**config.mk**
```make
export PLATFORM = sky130hd
export DESIGN_NAME = ffa_ctrl
export DESIGN_NICKNAME = d
export VERILOG_FILES = /design/src/rtl/ffa_pkg.sv /design/src/rtl/ffa_ctrl.sv
export SDC_FILE = /design/constraint.sdc
export NUM_CORES = 1
export LEC_CHECK = 0
export ABC_AREA = 1
export BUFFER_PORTS_ARGS = -buffer_cell sky130_fd_sc_hd__buf_2
export CAP_MARGIN = 20
export CORE_AREA = 2 2 304 306
export DETAILED_ROUTE_END_ITERATION = 8
export DIE_AREA = 0 0 306 308
export PLACE_DENSITY = 0.45
export SETUP_SLACK_MARGIN = 0.4
export SLEW_MARGIN = 20
export SYNTH_ARGS = -nofsm -noshare
export SYNTH_HDL_FRONTEND = slang
export SYNTH_SLANG_ARGS = --single-unit
```
**constraint.sdc**
```tcl
create_clock -name clk -period 7.05 [get_ports clk]
set_clock_uncertainty 0.1 [all_clocks]
set_input_delay 0.3525 -clock clk [delete_from_list [all_inputs] [get_ports clk]]
set_output_delay 0.3525 -clock clk [all_outputs]
set_load 0.005 [all_outputs]
```
**src/rtl/ffa_pkg.sv**
```systemverilog
// Shared constants, status codes and sequencer states of the first-fit heap allocator.
`timescale 1ns / 1ps
`default_nettype none
package ffa_pkg;

  // Block bookkeeping is kept in 16-byte granules.
  localparam int GRAIN_LOG  = 4;
  localparam int HEAD_BYTES = 40;
  localparam int OVERHEAD   = 48;

  // Defaults for the top-level parameters.
  localparam int DEF_PAGE_BYTES  = 4096;
  localparam int DEF_MAX_PAGES   = 64;
  localparam int DEF_ALIGN_BYTES = 16;

  // Reset value of the page limit register.
  localparam logic [6:0] LIMIT_RESET = 7'd64;

  // Request types.
  localparam logic REQ_ALLOC = 1'b0;
  localparam logic REQ_FREE  = 1'b1;

  // Result status codes.
  typedef enum logic [2:0] {
    ST_OK        = 3'd0,
    ST_ZERO      = 3'd1,
    ST_OOM       = 3'd2,
    ST_NOT_BLOCK = 3'd3,
    ST_DOUBLE    = 3'd4
  } status_t;

  // Sequencer states.
  typedef enum logic [4:0] {
    S_IDLE,
    S_PREP,
    S_WRD,
    S_WEV,
    S_GROW,
    S_TAKE,
    S_TLINK,
    S_TMARK,
    S_FT,
    S_FTEV,
    S_FNRD,
    S_FNEV,
    S_FNLK,
    S_FP,
    S_FPEV,
    S_FP2,
    S_FP3,
    S_FPLK,
    S_DONE
  } ffa_state_t;

endpackage
`default_nettype wire

```
**src/rtl/ffa_ctrl.sv**
```systemverilog
// Request sequencer and datapath: first-fit walk, split, heap growth and coalescing.
`timescale 1ns / 1ps
`default_nettype none
module ffa_ctrl
  import ffa_pkg::*;
#(
  parameter int PAGE_BYTES  = DEF_PAGE_BYTES,
  parameter int MAX_PAGES   = DEF_MAX_PAGES,
  parameter int ALIGN_BYTES = DEF_ALIGN_BYTES,
  parameter int IW          = 14
) (
  input  wire logic          clk,
  input  wire logic          rst_n,
  input  wire logic          start,
  output logic               busy,
  input  wire logic          in_req_type,
  input  wire logic [18:0]   in_request_bytes,
  input  wire logic [17:0]   in_user_offset,
  input  wire logic [6:0]    page_limit,
  output logic               out_valid,
  output logic [2:0]         out_status,
  output logic [17:0]        out_granted_offset,
  output logic [18:0]        out_used_total,
  output logic [14:0]        out_blocks_now,
  output logic [6:0]         out_heap_pages_now,
  output logic [IW-1:0]      rd_addr,
  input  wire logic [IW+1:0] bt_rdata,
  input  wire logic [IW-1:0] pl_rdata,
  output logic               bt_we,
  output logic [IW-1:0]      bt_waddr,
  output logic [IW+1:0]      bt_wdata,
  output logic               pl_we,
  output logic [IW-1:0]      pl_waddr,
  output logic [IW-1:0]      pl_wdata
);

  localparam int SW        = IW + 1;
  localparam int HW        = $clog2(MAX_PAGES + 1);
  localparam int LW        = (HW > 7) ? HW : 7;
  localparam int PGL       = $clog2(PAGE_BYTES) - GRAIN_LOG;
  localparam int AL        = $clog2(ALIGN_BYTES);
  localparam int PBL       = $clog2(PAGE_BYTES);
  localparam int CW        = (SW + 1 > 21) ? SW + 1 : 21;
  localparam int UW        = SW + GRAIN_LOG;
  localparam int MIN_SPLIT = OVERHEAD + ALIGN_BYTES;

  ffa_state_t state_r, state_nxt;

  logic          type_r;
  logic [18:0]   req_bytes_r;
  logic [17:0]   off_r;
  logic [SW-1:0] i_r, last_r, t_r, j_r, n_r, sz_r;
  logic [IW-1:0] p_r;
  logic [CW-1:0] need_r, pages_r;
  status_t       status_r;
  logic [UW-1:0] granted_r, used_r;
  logic [SW-1:0] blocks_r;
  logic [HW-1:0] heap_r;

  // Decoded memory word and heap end.
  logic          bt_used;
  logic [SW-1:0] bt_size;
  logic [SW-1:0] end_w;
  assign bt_used = bt_rdata[SW];
  assign bt_size = bt_rdata[SW-1:0];
  assign end_w   = SW'(heap_r) << PGL;

  // Request size arithmetic.
  logic [CW-1:0] aligned_w, total_w, need_w, pages_w;
  assign aligned_w = ((CW'(req_bytes_r) + CW'(ALIGN_BYTES - 1)) >> AL) << AL;
  assign total_w   = aligned_w + CW'(OVERHEAD);
  assign need_w    = (total_w + CW'(15)) >> GRAIN_LOG;
  assign pages_w   = (total_w + CW'(PAGE_BYTES - 1)) >> PBL;

  // Free offset checks.
  logic [17:0] t_full_w;
  logic        off_zero_w, off_bad_w, off_past_w;
  assign t_full_w   = (off_r - 18'(HEAD_BYTES)) >> GRAIN_LOG;
  assign off_zero_w = (off_r == '0);
  assign off_bad_w  = (off_r < 18'(HEAD_BYTES)) || (off_r[3:0] != 4'd8);
  assign off_past_w = CW'(t_full_w) >= CW'(end_w);

  // Walk decisions.
  logic walk_more_w, fit_w;
  assign walk_more_w = (type_r == REQ_ALLOC) ? (i_r < end_w) : (i_r < t_r);
  assign fit_w       = !bt_used && (CW'(bt_size) >= need_r);

  // Growth limit check.
  logic [LW-1:0] lim_w;
  logic          oom_w;
  assign lim_w = (LW'(page_limit) > LW'(MAX_PAGES)) ? LW'(MAX_PAGES) : LW'(page_limit);
  assign oom_w = (LW'(heap_r) >= lim_w) || (pages_r > CW'(lim_w - LW'(heap_r)));

  // Split arithmetic.
  logic [SW-1:0] left_w, j_w, grow_sz_w;
  logic          split_w;
  assign left_w    = sz_r - SW'(need_r);
  assign j_w       = i_r + SW'(need_r);
  assign split_w   = (UW'(left_w) << GRAIN_LOG) >= UW'(MIN_SPLIT);
  assign grow_sz_w = SW'(pages_r) << PGL;

  // Coalesce sums.
  logic [SW-1:0] merge_w;
  assign merge_w = sz_r + bt_size;

  // Next-state logic.
  always_comb begin
    state_nxt = state_r;
    case (state_r)
      S_IDLE:  if (start) state_nxt = S_PREP;
      S_PREP: begin
        if (type_r == REQ_ALLOC) begin
          state_nxt = (req_bytes_r == '0) ? S_DONE : S_WRD;
        end else begin
          state_nxt = (off_zero_w || off_bad_w || off_past_w) ? S_DONE : S_WRD;
        end
      end
      S_WRD: begin
        if (walk_more_w) state_nxt = S_WEV;
        else if (type_r == REQ_ALLOC) state_nxt = S_GROW;
        else state_nxt = (i_r != t_r) ? S_DONE : S_FT;
      end
      S_WEV: begin
        if (type_r == REQ_ALLOC) begin
          if (fit_w) state_nxt = S_TAKE;
          else state_nxt = (bt_size == '0) ? S_GROW : S_WRD;
        end else begin
          state_nxt = (bt_size == '0) ? S_DONE : S_WRD;
        end
      end
      S_GROW:  state_nxt = oom_w ? S_DONE : S_TAKE;
      S_TAKE:  state_nxt = split_w ? S_TLINK : S_TMARK;
      S_TLINK: state_nxt = S_TMARK;
      S_TMARK: state_nxt = S_DONE;
      S_FT:    state_nxt = S_FTEV;
      S_FTEV:  state_nxt = bt_used ? S_FNRD : S_DONE;
      S_FNRD:  state_nxt = (n_r < end_w) ? S_FNEV : S_FP;
      S_FNEV:  state_nxt = bt_used ? S_FP : S_FNLK;
      S_FNLK:  state_nxt = S_FP;
      S_FP:    state_nxt = (t_r == '0) ? S_DONE : S_FPEV;
      S_FPEV:  state_nxt = S_FP2;
      S_FP2:   state_nxt = (SW'(p_r) < end_w) ? S_FP3 : S_DONE;
      S_FP3:   state_nxt = bt_used ? S_DONE : S_FPLK;
      S_FPLK:  state_nxt = S_DONE;
      S_DONE:  state_nxt = S_IDLE;
      default: state_nxt = S_IDLE;
    endcase
  end

  // Memory port control.
  always_comb begin
    rd_addr  = i_r[IW-1:0];
    bt_we    = 1'b0;
    bt_waddr = i_r[IW-1:0];
    bt_wdata = {1'b0, sz_r};
    pl_we    = 1'b0;
    pl_waddr = n_r[IW-1:0];
    pl_wdata = i_r[IW-1:0];
    case (state_r)
      S_FT, S_FP: rd_addr = t_r[IW-1:0];
      S_FNRD:     rd_addr = n_r[IW-1:0];
      S_FP2:      rd_addr = p_r;
      S_GROW: begin
        if (!oom_w) begin
          bt_we    = 1'b1;
          bt_waddr = end_w[IW-1:0];
          bt_wdata = {1'b0, grow_sz_w};
          pl_we    = 1'b1;
          pl_waddr = end_w[IW-1:0];
          pl_wdata = last_r[IW-1:0];
        end
      end
      S_TAKE: begin
        if (split_w) begin
          bt_we    = 1'b1;
          bt_waddr = j_w[IW-1:0];
          bt_wdata = {1'b0, left_w};
          pl_we    = 1'b1;
          pl_waddr = j_w[IW-1:0];
          pl_wdata = i_r[IW-1:0];
        end
      end
      S_TLINK: begin
        pl_we    = n_r < end_w;
        pl_wdata = j_r[IW-1:0];
      end
      S_TMARK: begin
        bt_we    = 1'b1;
        bt_wdata = {1'b1, sz_r};
      end
      S_FTEV: begin
        bt_we    = bt_used;
        bt_waddr = t_r[IW-1:0];
        bt_wdata = {1'b0, bt_size};
      end
      S_FNEV: begin
        bt_we    = !bt_used;
        bt_waddr = t_r[IW-1:0];
        bt_wdata = {1'b0, merge_w};
      end
      S_FNLK: begin
        pl_we    = n_r < end_w;
        pl_wdata = t_r[IW-1:0];
      end
      S_FP3: begin
        bt_we    = !bt_used;
        bt_waddr = p_r;
        bt_wdata = {1'b0, merge_w};
      end
      S_FPLK: begin
        pl_we    = n_r < end_w;
        pl_wdata = p_r;
      end
      default: ;
    endcase
  end

  // Control state.
  always_ff @(posedge clk) begin
    if (!rst_n) begin
      state_r  <= S_IDLE;
      used_r   <= '0;
      blocks_r <= SW'(1);
      heap_r   <= HW'(1);
    end else begin
      state_r <= state_nxt;
      case (state_r)
        S_GROW: begin
          if (!oom_w) begin
            heap_r   <= heap_r + pages_r[HW-1:0];
            blocks_r <= blocks_r + SW'(1);
          end
        end
        S_TAKE:  if (split_w) blocks_r <= blocks_r + SW'(1);
        S_TMARK: used_r <= used_r + ((UW'(sz_r) << GRAIN_LOG) - UW'(OVERHEAD));
        S_FTEV: begin
          if (bt_used) used_r <= used_r - ((UW'(bt_size) << GRAIN_LOG) - UW'(OVERHEAD));
        end
        S_FNEV:  if (!bt_used) blocks_r <= blocks_r - SW'(1);
        S_FP3:   if (!bt_used) blocks_r <= blocks_r - SW'(1);
        default: ;
      endcase
    end
  end

  // Datapath registers.
  always_ff @(posedge clk) begin
    case (state_r)
      S_IDLE: begin
        type_r      <= in_req_type;
        req_bytes_r <= in_request_bytes;
        off_r       <= in_user_offset;
        granted_r   <= '0;
        status_r    <= ST_OK;
      end
      S_PREP: begin
        i_r    <= '0;
        last_r <= '0;
        need_r  <= need_w;
        pages_r <= pages_w;
        t_r     <= SW'(t_full_w);
        if (type_r == REQ_ALLOC) begin
          if (req_bytes_r == '0) status_r <= ST_ZERO;
        end else if (!off_zero_w && (off_bad_w || off_past_w)) begin
          status_r <= ST_NOT_BLOCK;
        end
      end
      S_WRD: begin
        if (!walk_more_w && (type_r == REQ_FREE) && (i_r != t_r)) status_r <= ST_NOT_BLOCK;
      end
      S_WEV: begin
        if (type_r == REQ_ALLOC) begin
          if (fit_w) begin
            sz_r <= bt_size;
          end else begin
            last_r <= i_r;
            i_r    <= i_r + bt_size;
          end
        end else if (bt_size == '0) begin
          status_r <= ST_NOT_BLOCK;
        end else begin
          i_r <= i_r + bt_size;
        end
      end
      S_GROW: begin
        if (oom_w) begin
          status_r <= ST_OOM;
        end else begin
          i_r  <= end_w;
          sz_r <= grow_sz_w;
        end
      end
      S_TAKE: begin
        if (split_w) begin
          j_r  <= j_w;
          n_r  <= i_r + sz_r;
          sz_r <= SW'(need_r);
        end
      end
      S_TMARK: granted_r <= (UW'(i_r) << GRAIN_LOG) + UW'(HEAD_BYTES);
      S_FTEV: begin
        if (!bt_used) status_r <= ST_DOUBLE;
        sz_r <= bt_size;
        n_r  <= t_r + bt_size;
      end
      S_FNEV: begin
        if (!bt_used) begin
          sz_r <= merge_w;
          n_r  <= t_r + merge_w;
        end
      end
      S_FPEV: p_r <= pl_rdata;
      S_FP3:  n_r <= SW'(p_r) + merge_w;
      default: ;
    endcase
  end

  // Result word and handshake.
  assign busy               = (state_r != S_IDLE);
  assign out_valid          = (state_r == S_DONE);
  assign out_status         = status_r;
  assign out_granted_offset = 18'(granted_r);
  assign out_used_total     = 19'(used_r);
  assign out_blocks_now     = 15'(blocks_r);
  assign out_heap_pages_now = 7'(heap_r);

endmodule
`default_nettype wire

```
### Word-level counts from Yosys, hierarchy flattened

Cells that the tools add are included.

* flip-flop bits (word level): 232
* bits in latches: 0
* memory bits (writable): 0
* memory bits (read-only): 0
* input bits: 78
* output and inout port bits: 138
* logic and storage cells: 201
* memories: 0

* add/subtract/negate cells: 22
* multipliers: 0
* divide/modulo/power cells: 0
* $lt $le $gt $ge: 11
* equality and inequality tests: 38
* shifts and indexed selects: 0
* muxes and demuxes: 71
* bitwise operators: 1
* reductions and logical operators: 40

Operators with widths (count)
* 15-bit 2-to-1 mux: 16
* 14-bit one-hot mux with 4 select lines: 2
* 14-bit 2-to-1 mux: 7
* 15-bit one-hot mux with 3 select lines: 2
* 5-bit one-hot mux with 17 select lines: 1
* 16-bit one-hot mux with 5 select lines: 1
* 15-bit one-hot mux with 5 select lines: 1
* 5-bit 2-to-1 mux: 12
* 15-bit one-hot mux with 4 select lines: 1
* 14-bit one-hot mux with 2 select lines: 2
* 14-bit by 15-bit adder with 15-bit output: 3
* 15-bit adder: 3
* 14-bit one-hot mux with 3 select lines: 1
* 5-bit by 4-bit == test with 1-bit output, second input constant: 8
* 19-bit one-hot mux with 2 select lines: 1
* 19-bit by 6-bit subtractor with 19-bit output, second input constant: 2
* 18-bit one-hot mux with 2 select lines: 1
* 3-bit 2-to-1 mux: 11
* 15-bit zero test: 2
* 15-bit < comparator: 2
* 2-bit != test, second input constant: 14
* 20-bit by 6-bit adder with 21-bit output, second input constant: 1
* 21-bit by 12-bit adder with 21-bit output, second input constant: 1
* 21-bit by 4-bit adder with 21-bit output, second input constant: 1
* other kinds (53): 87

### Logic depth before layout (Yosys ltp)

Gate-level depths: netlist of the first run.

* depth after elaboration: 7
* depth in mapped cells: 26
* mapped depth without buffers: 25

### Worst setup path after synthesis of the first run

No wires, ideal clock.

* path kind: input-to-reg
* start: input port page_limit[0]
* end: register sz_r[0] (enable)
* library setup time: 0.426 ns
* arrival: 4.453 ns
* data required time: 6.524 ns
* slack: 2.071 ns
* cell stages on the path: 22
* buffers on the path: 1
* cell sequence: nor4_1 > nand3_1 > nand2_1 > nand2_1 > ha_1 > inv_1 > fa_1 > nand3_1 > nand2_1 > a21oi_1 > o21ai_0 > xnor2_1 > ha_1 > nand2_1 > nor4_1 > nand2_1 > nand2_1 > nand2_2 > nand2_2 > buf_4 > nand2_1 > nor4_1

* cells in the longest elaborated chain, start to end: 7
* elaborated cells on any way between the ends: 8
* classes of those cells: 1 x add/sub; 3 x order compare; 1 x eq/ne; 1 x mux; 2 x reduce/logical

Ends and longest elaborated chain
* from (decl): line ffa_ctrl.sv:19 `input wire logic [6:0] page_limit,`
* 7-bit greater-than comparator: line ffa_ctrl.sv:91 `assign lim_w = (LW'(page_limit) > LW'(MAX_PAGES)) ? LW'(MAX_PAGES) : LW'(page_limit);`
* 7-bit 2-to-1 mux (*): line ffa_ctrl.sv:91
* 7-bit by 7-bit subtractor with 8-bit output: line ffa_ctrl.sv:92 `assign oom_w = (LW'(heap_r) >= lim_w) || (pages_r > CW'(lim_w - LW'(heap_r)));`
* 9-bit by 21-bit greater-than comparator with 1-bit output: line ffa_ctrl.sv:92
* 1-bit logical OR (*): line ffa_ctrl.sv:92
* 2-bit != test (no source line) (*)
* 6-bit AND reduction (no source line) (*)
* to (signal assigned): line ffa_ctrl.sv:274 `sz_r <= bt_size;`
* to (signal assigned): line ffa_ctrl.sv:290 `sz_r <= grow_sz_w;`
* to (signal assigned): line ffa_ctrl.sv:297 `sz_r <= SW'(need_r);`
* to (decl): line ffa_ctrl.sv:52 `logic [SW-1:0] i_r, last_r, t_r, j_r, n_r, sz_r;`

Every way passes the cells marked *; elsewhere a longest branch is shown, timed or not.
A chain may end at the register's enable or synchronous reset.

### Final worst setup path of the first run

* start: register heap_r[0] (netlist: out_heap_pages_now[0])
* end: output port pl_wdata[6]

* cells in the longest elaborated chain, start to end: 5
* elaborated cells on any way between the ends: 6
* classes of those cells: 1 x add/sub; 2 x order compare; 2 x mux; 1 x reduce/logical

Ends and longest elaborated chain
* from (decl): line ffa_ctrl.sv:58 `logic [HW-1:0] heap_r;`
* from (signal assigned): line ffa_ctrl.sv:230 `heap_r <= heap_r + pages_r[HW-1:0];`
* 7-bit by 7-bit subtractor with 8-bit output: line ffa_ctrl.sv:92
* 9-bit by 21-bit greater-than comparator with 1-bit output: line ffa_ctrl.sv:92
* 1-bit logical OR (*): line ffa_ctrl.sv:92
* 14-bit 2-to-1 mux (*): line ffa_ctrl.sv:164 `if (!oom_w) begin`
* 14-bit one-hot mux with 4 select lines (*): line ffa_ctrl.sv:159 `case (state_r)`
* to (decl): line ffa_ctrl.sv:34 `output logic [IW-1:0] pl_wdata`

Marks and branches as above.

==> results.py, run 1 <==
metrics = {
    "worst_setup_path": {
        "path_class": "register to output pin",
        "crit_family": "simple AND/OR/NAND/NOR gates",
        "crit_fanout": 18,
        "arrival_ns": 5.24,
        "cp_common_cell": "nand2_1",
        "critPathMaxStageDelay_ns": 0.64,
        "crit_path_top_delay_cell": "nand2_2",
        "worstSetupStartpointType": "register",
        "end_kind": "output pin",
        "cp.required_ns": 6.60,
        "cp_cell_sequence": "ha_1 -> inv_1 -> fa_1 -> nand3_1 -> nand2_1 -> a21oi_1 -> o21ai_0 -> xnor2_1 -> ha_1 -> nand2_1 -> nor4_1 -> nand2_1 -> nand2_1 -> nand2_2 -> nand2_2 -> inv_1 -> nor2_1 -> o211ai_1 -> buf_2",
        "path_buf_inv": 3,
    },
    "clock_tree": {
        "cts_buffers": 34,
        "cts-resized-gates": 0,
        "cts_tree": "yes",
        "h-tree-depth": 2,
        "cts.sinks": 225,
        "clk_latency_ns": 0.59,
        "cts_buffer_depth": 3,
        "cts-root-buf": "clkbuf_16",
        "path_clk_slew_ns": 0.06,
    },
    "synth": {
        "avgSynthCellArea_um2": 7.25,
        "ys_warn_count": 0,
        "synth_cell_type_count": 59,
        "ys_ff_latch": 225,
        "syn_inst": 2987,
        "synth-main-ff-cell": "edfxtp_1",
        "synth_edf_count": 183,
        "ys_seq_area_share_pct": 29.2,
        "synth_area_mm2": 0.0217,
        "synthArstFlopShare_pct": 0,
    },
    "route": {
        "drt_pass1_iterations": 5,
        "drt_wl_total_um": 96500,
        "first_iter_violations": 2078,
        "num_vias": 22062,
        "drc": 0,
        "drt-wirelength-per-cell_um": 21.6,
        "viasPerCell": 4.94,
        "ant_nets": 0,
    },
    "global_routing": {
        "grt_start_max_net_pins": 43,
        "track_usage_pct": 20.1,
        "grt_overflow": 0,
        "antenna_found_initial": 6,
        "grt_pass1_vias": 20959,
        "grt_pass1_wl_um": 141000,
    },
    "floorplanning": {
        "rows": 111,
        "dieArea_mm2": 0.0942,
        "core_mm2": 0.0910,
        "die_w_um": 306,
        "die_y_um": 308,
        "start_util_pct": 23.8,
        "io_pins": 216,
    },
    "timing": {
        "slew-limit-headroom_pct": 21.4,
        "final-setup-viol-count": 0,
        "max_freq_mhz": 176,
        "period_share_pct": 80.7,
        "hold_violations": 0,
        "worst_pin_slew_ns": 1.17,
        "drv_slew": 0,
        "grt_setup_unrepaired": "no",
        "setup-tns-final_ns": 0,
        "fin_crit_ns": 5.69,
        "worst_slack_ns": 1.36,
    },
    "layout": {
        "largestRegisters": "req_bytes_r (19), off_r (18), need_r (17)",
        "largest_register": "req_bytes_r",
        "largest_reg_flops": 19,
        "syn2layout_area_growth_pct": 19.2,
        "drive_above_1_share_pct": 11.3,
        "nNetsFinal": 3593,
        "final_common_cell": "nand2_1",
        "final_cell_mix": "nand2_1, inv_1, nor2_1",
        "n_antenna_cell": 0,
        "final_cell_area_mm2": 0.0258,
        "n_fill_cell": 9877,
        "final_util_pct": 28.4,
    },
    "place": {
        "port_buffers": 208,
        "gp_congestion": 0.930,
        "placed_area_mm2": 0.0242,
        "place_ws_ns": 1.74,
        "dp_hpwl_um": 77500,
    },
    "power_and_ir_drop": {
        "p_leak_nw": 11.9,
        "ir_worst_vdd_mv": 0.203,
        "power.density_mw_per_mm2": 408,
    },
    "flow_run": {
        "drv_cap": 0,
    },
    "hold_path": {
        "hold_path.class": "input port to register",
    },
    "run_status": {
        "status": "completed",
    },
}
==> cell type report <==
type	count	area [um2]	area share (%)
multi-input combinational	2278	13500	52.2
timing repair buffer	294	1820	7.03
tap	1186	1480	5.74
clock buffer	43	916	3.54
inverter	426	1600	6.19
clock inverter	18	191	0.741
sequential	225	6340	24.5
==> worst paths after layout <==
kind,cells past startpoint,from,to,slack [ns]
setup / recovery,19,out_heap_pages_now[0],pl_wdata[6],1.36
hold / removal,4,start,state_r[0],0.10
setup reg to reg,20,out_heap_pages_now[0],i_r[0],1.95
hold reg to reg,2,out_blocks_now[6],out_blocks_now[6],0.38
==> per-layer routing <==
layer	track usage, %	routed length [um]
met1	27.2	43300
met2	33.1	44300
met3	2.95	6410
met4	5.79	2430
met5	0	58
==> repair_timing <==
item / 4_1_cts / 5_1_grt
endpoints found under the hold margin: 52 / 0
setup buffers: 0 / 0
hold buffers: 52 / 0
==> Yosys cell counts (6+ instances only) <==
master	instances	share of area (%)
nand4_1	75	2.2
nand2_2	15	0.43
a211oi_1	9	0.31
inv_2	7	0.12
a31oi_1	19	0.55
o21ai_0	170	3.9
o211ai_1	55	1.9
nor2_2	10	0.29
a22oi_1	17	0.59
fa_1	12	1.1
o21bai_1	8	0.28
ha_1	244	14
nand3_2	11	0.51
o2111ai_1	13	0.53
and2_1	6	0.17
o22ai_1	16	0.46
a21o_1	8	0.28
a21oi_1	222	5.1
o21ai_1	8	0.18
dfxtp_1	42	3.9
xor2_1	58	2.3
nand2_1	668	12
nor2_1	262	4.5
xnor2_1	36	1.5
nor3_1	38	0.88
nand3_1	184	4.2
buf_2	15	0.35
edfxtp_1	183	25
nor4_1	12	0.35
a221oi_1	7	0.28
inv_1	417	7.2
buf_4	8	0.28
clkbuf_1	39	0.68
or2_2	8	0.23
nand3b_1	16	0.55
o221ai_1	11	0.44
o21a_1	9	0.31
==> where the power goes <==
group / internal [mW] / switching, mW
registers: 2.10 / 0.618
clock network: 1.03 / 0.702
logic: 1.97 / 4.10
total: 5.11 / 5.42
==> through the flow <==
| stage | total power, mW | hold slack, ns | cells |
|---|---|---|---|
| global placement | 8.73 | 0.373 | 4357 |
| global route | 11.4 | 0.109 | 4470 |
| finish | 10.5 | 0.100 | 4470 |
| floorplan | 6.35 | 0.351 | 2995 |
| CTS | 10.5 | 0.0561 | 4470 |
| detailed placement | 8.71 | 0.374 | 4357 |
==> kinds of logic (layout without fill, tap and decap cells) <==
kind of cell	Yosys count	count (layout)	share of synthesized area [%]
buf+inv	492	781	8.82
fa+ha+maj	256	256	15.2
compound gates	598	598	16.2
other cells	1	9	0.0173
flops	225	225	29.2
simple gates	1321	1321	26.7
xor+xnor	94	94	3.80
==> worst register-to-register path, stage by stage, from the launching register on <==
cell	delay, ns
dfxtp_1	0.54
ha_1	0.21
inv_1	0.07
fa_1	0.40
nand3_1	0.10
nand2_1	0.10
a21oi_1	0.14
o21ai_0	0.11
xnor2_1	0.14
ha_1	0.30
nand2_1	0.08
nor4_1	0.26
nand2_1	0.09
nand2_1	0.14
nand2_2	0.30
nand2_2	0.64
inv_1	0.34
nor2_1	0.22
nand2_1	0.07
a31oi_1	0.14
buf_4	0.30
Note: power is estimated with default switching activity, not from simulation.
==> run 2, diff against run 1 <==
Settings changed: ABC_AREA 1 to 0, CORE_AREA 2 2 304 306 to 2 2 295 297, DIE_AREA 0 0 306 308 to 0 0 297 299.
Clock period 7.05 ns to 5.5 ns, I/O delays scaled along.
==> run 2 against run 1 <==
Compared with the run above:
- clock power is 28% higher
- die area is 5.8% lower
- utilization is 1.0 points higher
- combinational power is 19% higher
- worst setup slack worse by 0.79 ns
- first-iteration DRC count is 16% lower
- hold slack better by 0.0032 ns
- wire length is 7.9% lower
- non-clock buffer count is 60 higher
- sequential share of layout area is 0.56 points higher
- total power is 22% higher
==> results.py, run 2 <==
metrics = {
    "power_and_ir_drop": {
        "comb_power_share_pct": 56.3,
        "intPower_mw": 6.80,
        "p_switching_mw": 6.02,
        "seqPwrFrac_pct": 26.3,
        "ir_worst_vdd_mv": 0.313,
        "pwr-share-clk_pct": 17.4,
        "p_leak_nw": 10.6,
        "switching_share_pct": 47.0,
        "power_mw": 12.8,
        "power.density_mw_per_mm2": 507,
    },
    "synth": {
        "yosysMostFrequentCell": "ha_1",
        "synth_cell_type_count": 85,
        "synth.top_cell.area_share_pct": 26.9,
        "synth_area_leaders": "edfxtp_1, ha_1, xnor2_1",
        "synth_area_mm2": 0.0205,
        "avgSynthCellArea_um2": 8.78,
        "synth-main-ff-cell": "edfxtp_1",
        "synth_edf_count": 183,
        "ys_ff_latch": 225,
        "yosysTopAreaCell": "edfxtp_1",
        "synth_common_cells": "ha_1, edfxtp_1, nand2_1, nor2_1, inv_1",
        "ys_seq_area_share_pct": 31.0,
        "ys_warn_count": 0,
        "syn_inst": 2331,
        "synthArstFlopShare_pct": 0,
    },
    "clock_tree": {
        "cts.sinks": 225,
        "h-tree-depth": 1,
        "cts_buffers": 31,
        "clk_latency_ns": 0.63,
        "path_clk_slew_ns": 0.06,
        "cts_buffer_depth": 3,
        "cts_tree": "yes",
        "cts-root-buf": "clkbuf_16",
    },
    "global_routing": {
        "grt_pass1_wl_um": 129000,
        "antenna_found_initial": 4,
        "grt_overflow": 0,
        "track_usage_pct": 19.4,
        "grt_start_max_net_pins": 43,
        "grt_pass1_vias": 19086,
    },
    "timing": {
        "period_share_pct": 89.6,
        "final-setup-viol-count": 0,
        "hold_violations": 0,
        "setup-tns-final_ns": 0,
        "worst_pin_slew_ns": 1.11,
        "fin_crit_ns": 4.93,
        "worst_slack_ns": 0.572,
        "grt_setup_unrepaired": "no",
        "max_freq_mhz": 203,
        "slew-limit-headroom_pct": 25.6,
        "drv_slew": 0,
    },
    "route": {
        "ant_nets": 0,
        "drt-wirelength-per-cell_um": 23.3,
        "drc": 0,
        "first_iter_violations": 1750,
        "drt_pass1_iterations": 6,
        "drt_wl_total_um": 88900,
        "num_vias": 19449,
        "viasPerCell": 5.09,
    },
    "layout": {
        "largest_register": "req_bytes_r",
        "nNetsFinal": 2972,
        "drive_above_1_share_pct": 16.4,
        "final_common_cell": "ha_1",
        "n_fill_cell": 9321,
        "largestRegisters": "req_bytes_r (19), off_r (18), need_r (17)",
        "final_cell_mix": "ha_1, buf_2, edfxtp_1",
        "syn2layout_area_growth_pct": 23.5,
        "multiInputGateArea_mm2": 0.0134,
        "largest_reg_flops": 19,
        "seqCellArea_mm2": 0.00634,
        "stdcell_count": 3821,
    },
    "place": {
        "dp_hpwl_um": 69100,
        "dp.cells": 3678,
        "gp_congestion": 0.964,
        "place_ws_ns": 0.158,
        "port_buffers": 208,
    },
    "worst_setup_path": {
        "arrival_ns": 4.55,
        "end_kind": "output pin",
        "path_class": "register to output pin",
        "cp.required_ns": 5.12,
        "cp_cell_sequence": "ha_2 -> inv_1 -> fa_2 -> a21o_1 -> a21oi_2 -> nor2b_1 -> o21ai_1 -> nand2b_1 -> xnor2_1 -> ha_1 -> nand2_1 -> nor2_1 -> a211o_1 -> a21o_1 -> a31oi_4 -> buf_12 -> buf_12 -> mux2_2 -> a21oi_2 -> a21oi_1 -> a2bb2oi_2 -> buf_2",
        "critPathMaxStageDelay_ns": 0.35,
        "crit_fanout": 8,
        "worstSetupStartpointType": "register",
        "crit_path_top_delay_cell": "dfxtp_2",
    },
    "floorplanning": {
        "rows": 108,
        "die_w_um": 297,
        "die_y_um": 299,
        "start_util_pct": 23.8,
        "core_mm2": 0.0859,
        "io_pins": 216,
        "dieArea_mm2": 0.0888,
    },
    "hold_path": {
        "hold_path.class": "input port to register",
    },
    "flow_run": {
        "drv_cap": 0,
    },
    "run_status": {
        "status": "completed",
    },
}
## run 2: cell types whose count changed after synthesis, sizes merged, moves of 32 or more
cell / previous run / this run
nand2: 683 / 179
inv: 424 / 168
nand3: 197 / 77
nor2: 277 / 168
a21oi: 227 / 152
xnor2: 36 / 105
nand4: 76 / 16
a21o: 8 / 59
o211ai: 56 / 12
nor2b: 0 / 36
nor3: 41 / 73
## run 2: path summary, 6_finish.rpt
kind                                             from                 to  slack [ns]  cells past startpoint
worst max-delay path            out_heap_pages_now[0]       bt_waddr[12]        0.57                     22
worst min-delay path                            start         state_r[3]        0.10                      3
worst max register to register                sz_r[0]            n_r[14]        0.62                     19
worst min register to register      out_used_total[4]  out_used_total[4]        0.38                      2
## run 2: cell families (layout without fill, tap and decap cells)
family / after synthesis / count (layout) / share of synthesized area (%)
mux: 8 / 8 / 0.404
fa+ha+maj: 256 / 256 / 16.1
buf+inv: 258 / 581 / 5.02
xor+xnor: 170 / 170 / 7.37
simple gates: 705 / 705 / 16.7
compound gates: 708 / 709 / 23.4
other cells: 1 / 12 / 0.0183
flops: 225 / 225 / 31.0
## run 2: per-stage QoR
stage | util, % | hold slack, ns | instance area, um2
floorplan | - | 0.247 | 20500
global placement | 26.9 | 0.352 | 23100
detailed placement | 26.9 | 0.353 | 23100
CTS | 29.1 | 0.0643 | 25000
global route | 29.4 | 0.0772 | 25300
finish | 29.4 | 0.103 | 25300
## run 2: worst max-delay path: cells and delay by family, from the launching register on
kind,cells,cell delay [ns]
AO/OA/AOI/OAI,9,1.54
XOR/XNOR,1,0.13
adder cells (fa/ha/maj),3,0.82
buffers and inverters,4,0.47
flip-flops,1,0.35
multiplexers,1,0.34
AND/OR/NAND/NOR,4,0.28
## run 2: layout make-up
cell class              instances  share of cell area, %
diodes                          3                 0.0297
repair buffers                354                   9.27
flip-flops and latches        225                   25.1
clock buffers                  35                   3.13
clock inverters                23                   1.24
inverters                     169                   2.51
multi-input cells            1857                   53.0
well taps                    1155                   5.72
## run 2: layer usage
metal  wire length (um)  share of wire (%)  vias up  track usage (%)
li1                   -                  -     9329                -
met1              37400                 42     9264             24.4
met2              42200                 48      685             33.1
met3               5760                6.5      171             3.05
met4               3420                3.8        0             7.52
met5                  0                  0        -                0
## run 2: power groups by stage
stage	logic, mW	clock network, mW	registers [mW]
2_1_floorplan	4.65	0	3.03
3_3_place_gp	6.90	0	3.40
3_5_place_dp	6.89	0	3.40
4_1_cts	7.08	2.28	3.37
5_1_grt	7.91	2.36	3.41
6_report	7.22	2.23	3.37
## run 2: what timing repair did
| action | CTS | global route |
|---|---|---|
| pin swaps | 9 | 11 |
| setup endpoints to repair | 59 | 58 |
| gates cloned | 1 | 0 |
| setup buffers | 14 | 14 |
| endpoints found under the hold margin | 55 | 0 |
| hold buffers | 53 | 0 |
| resized for setup | 41 | 20 |
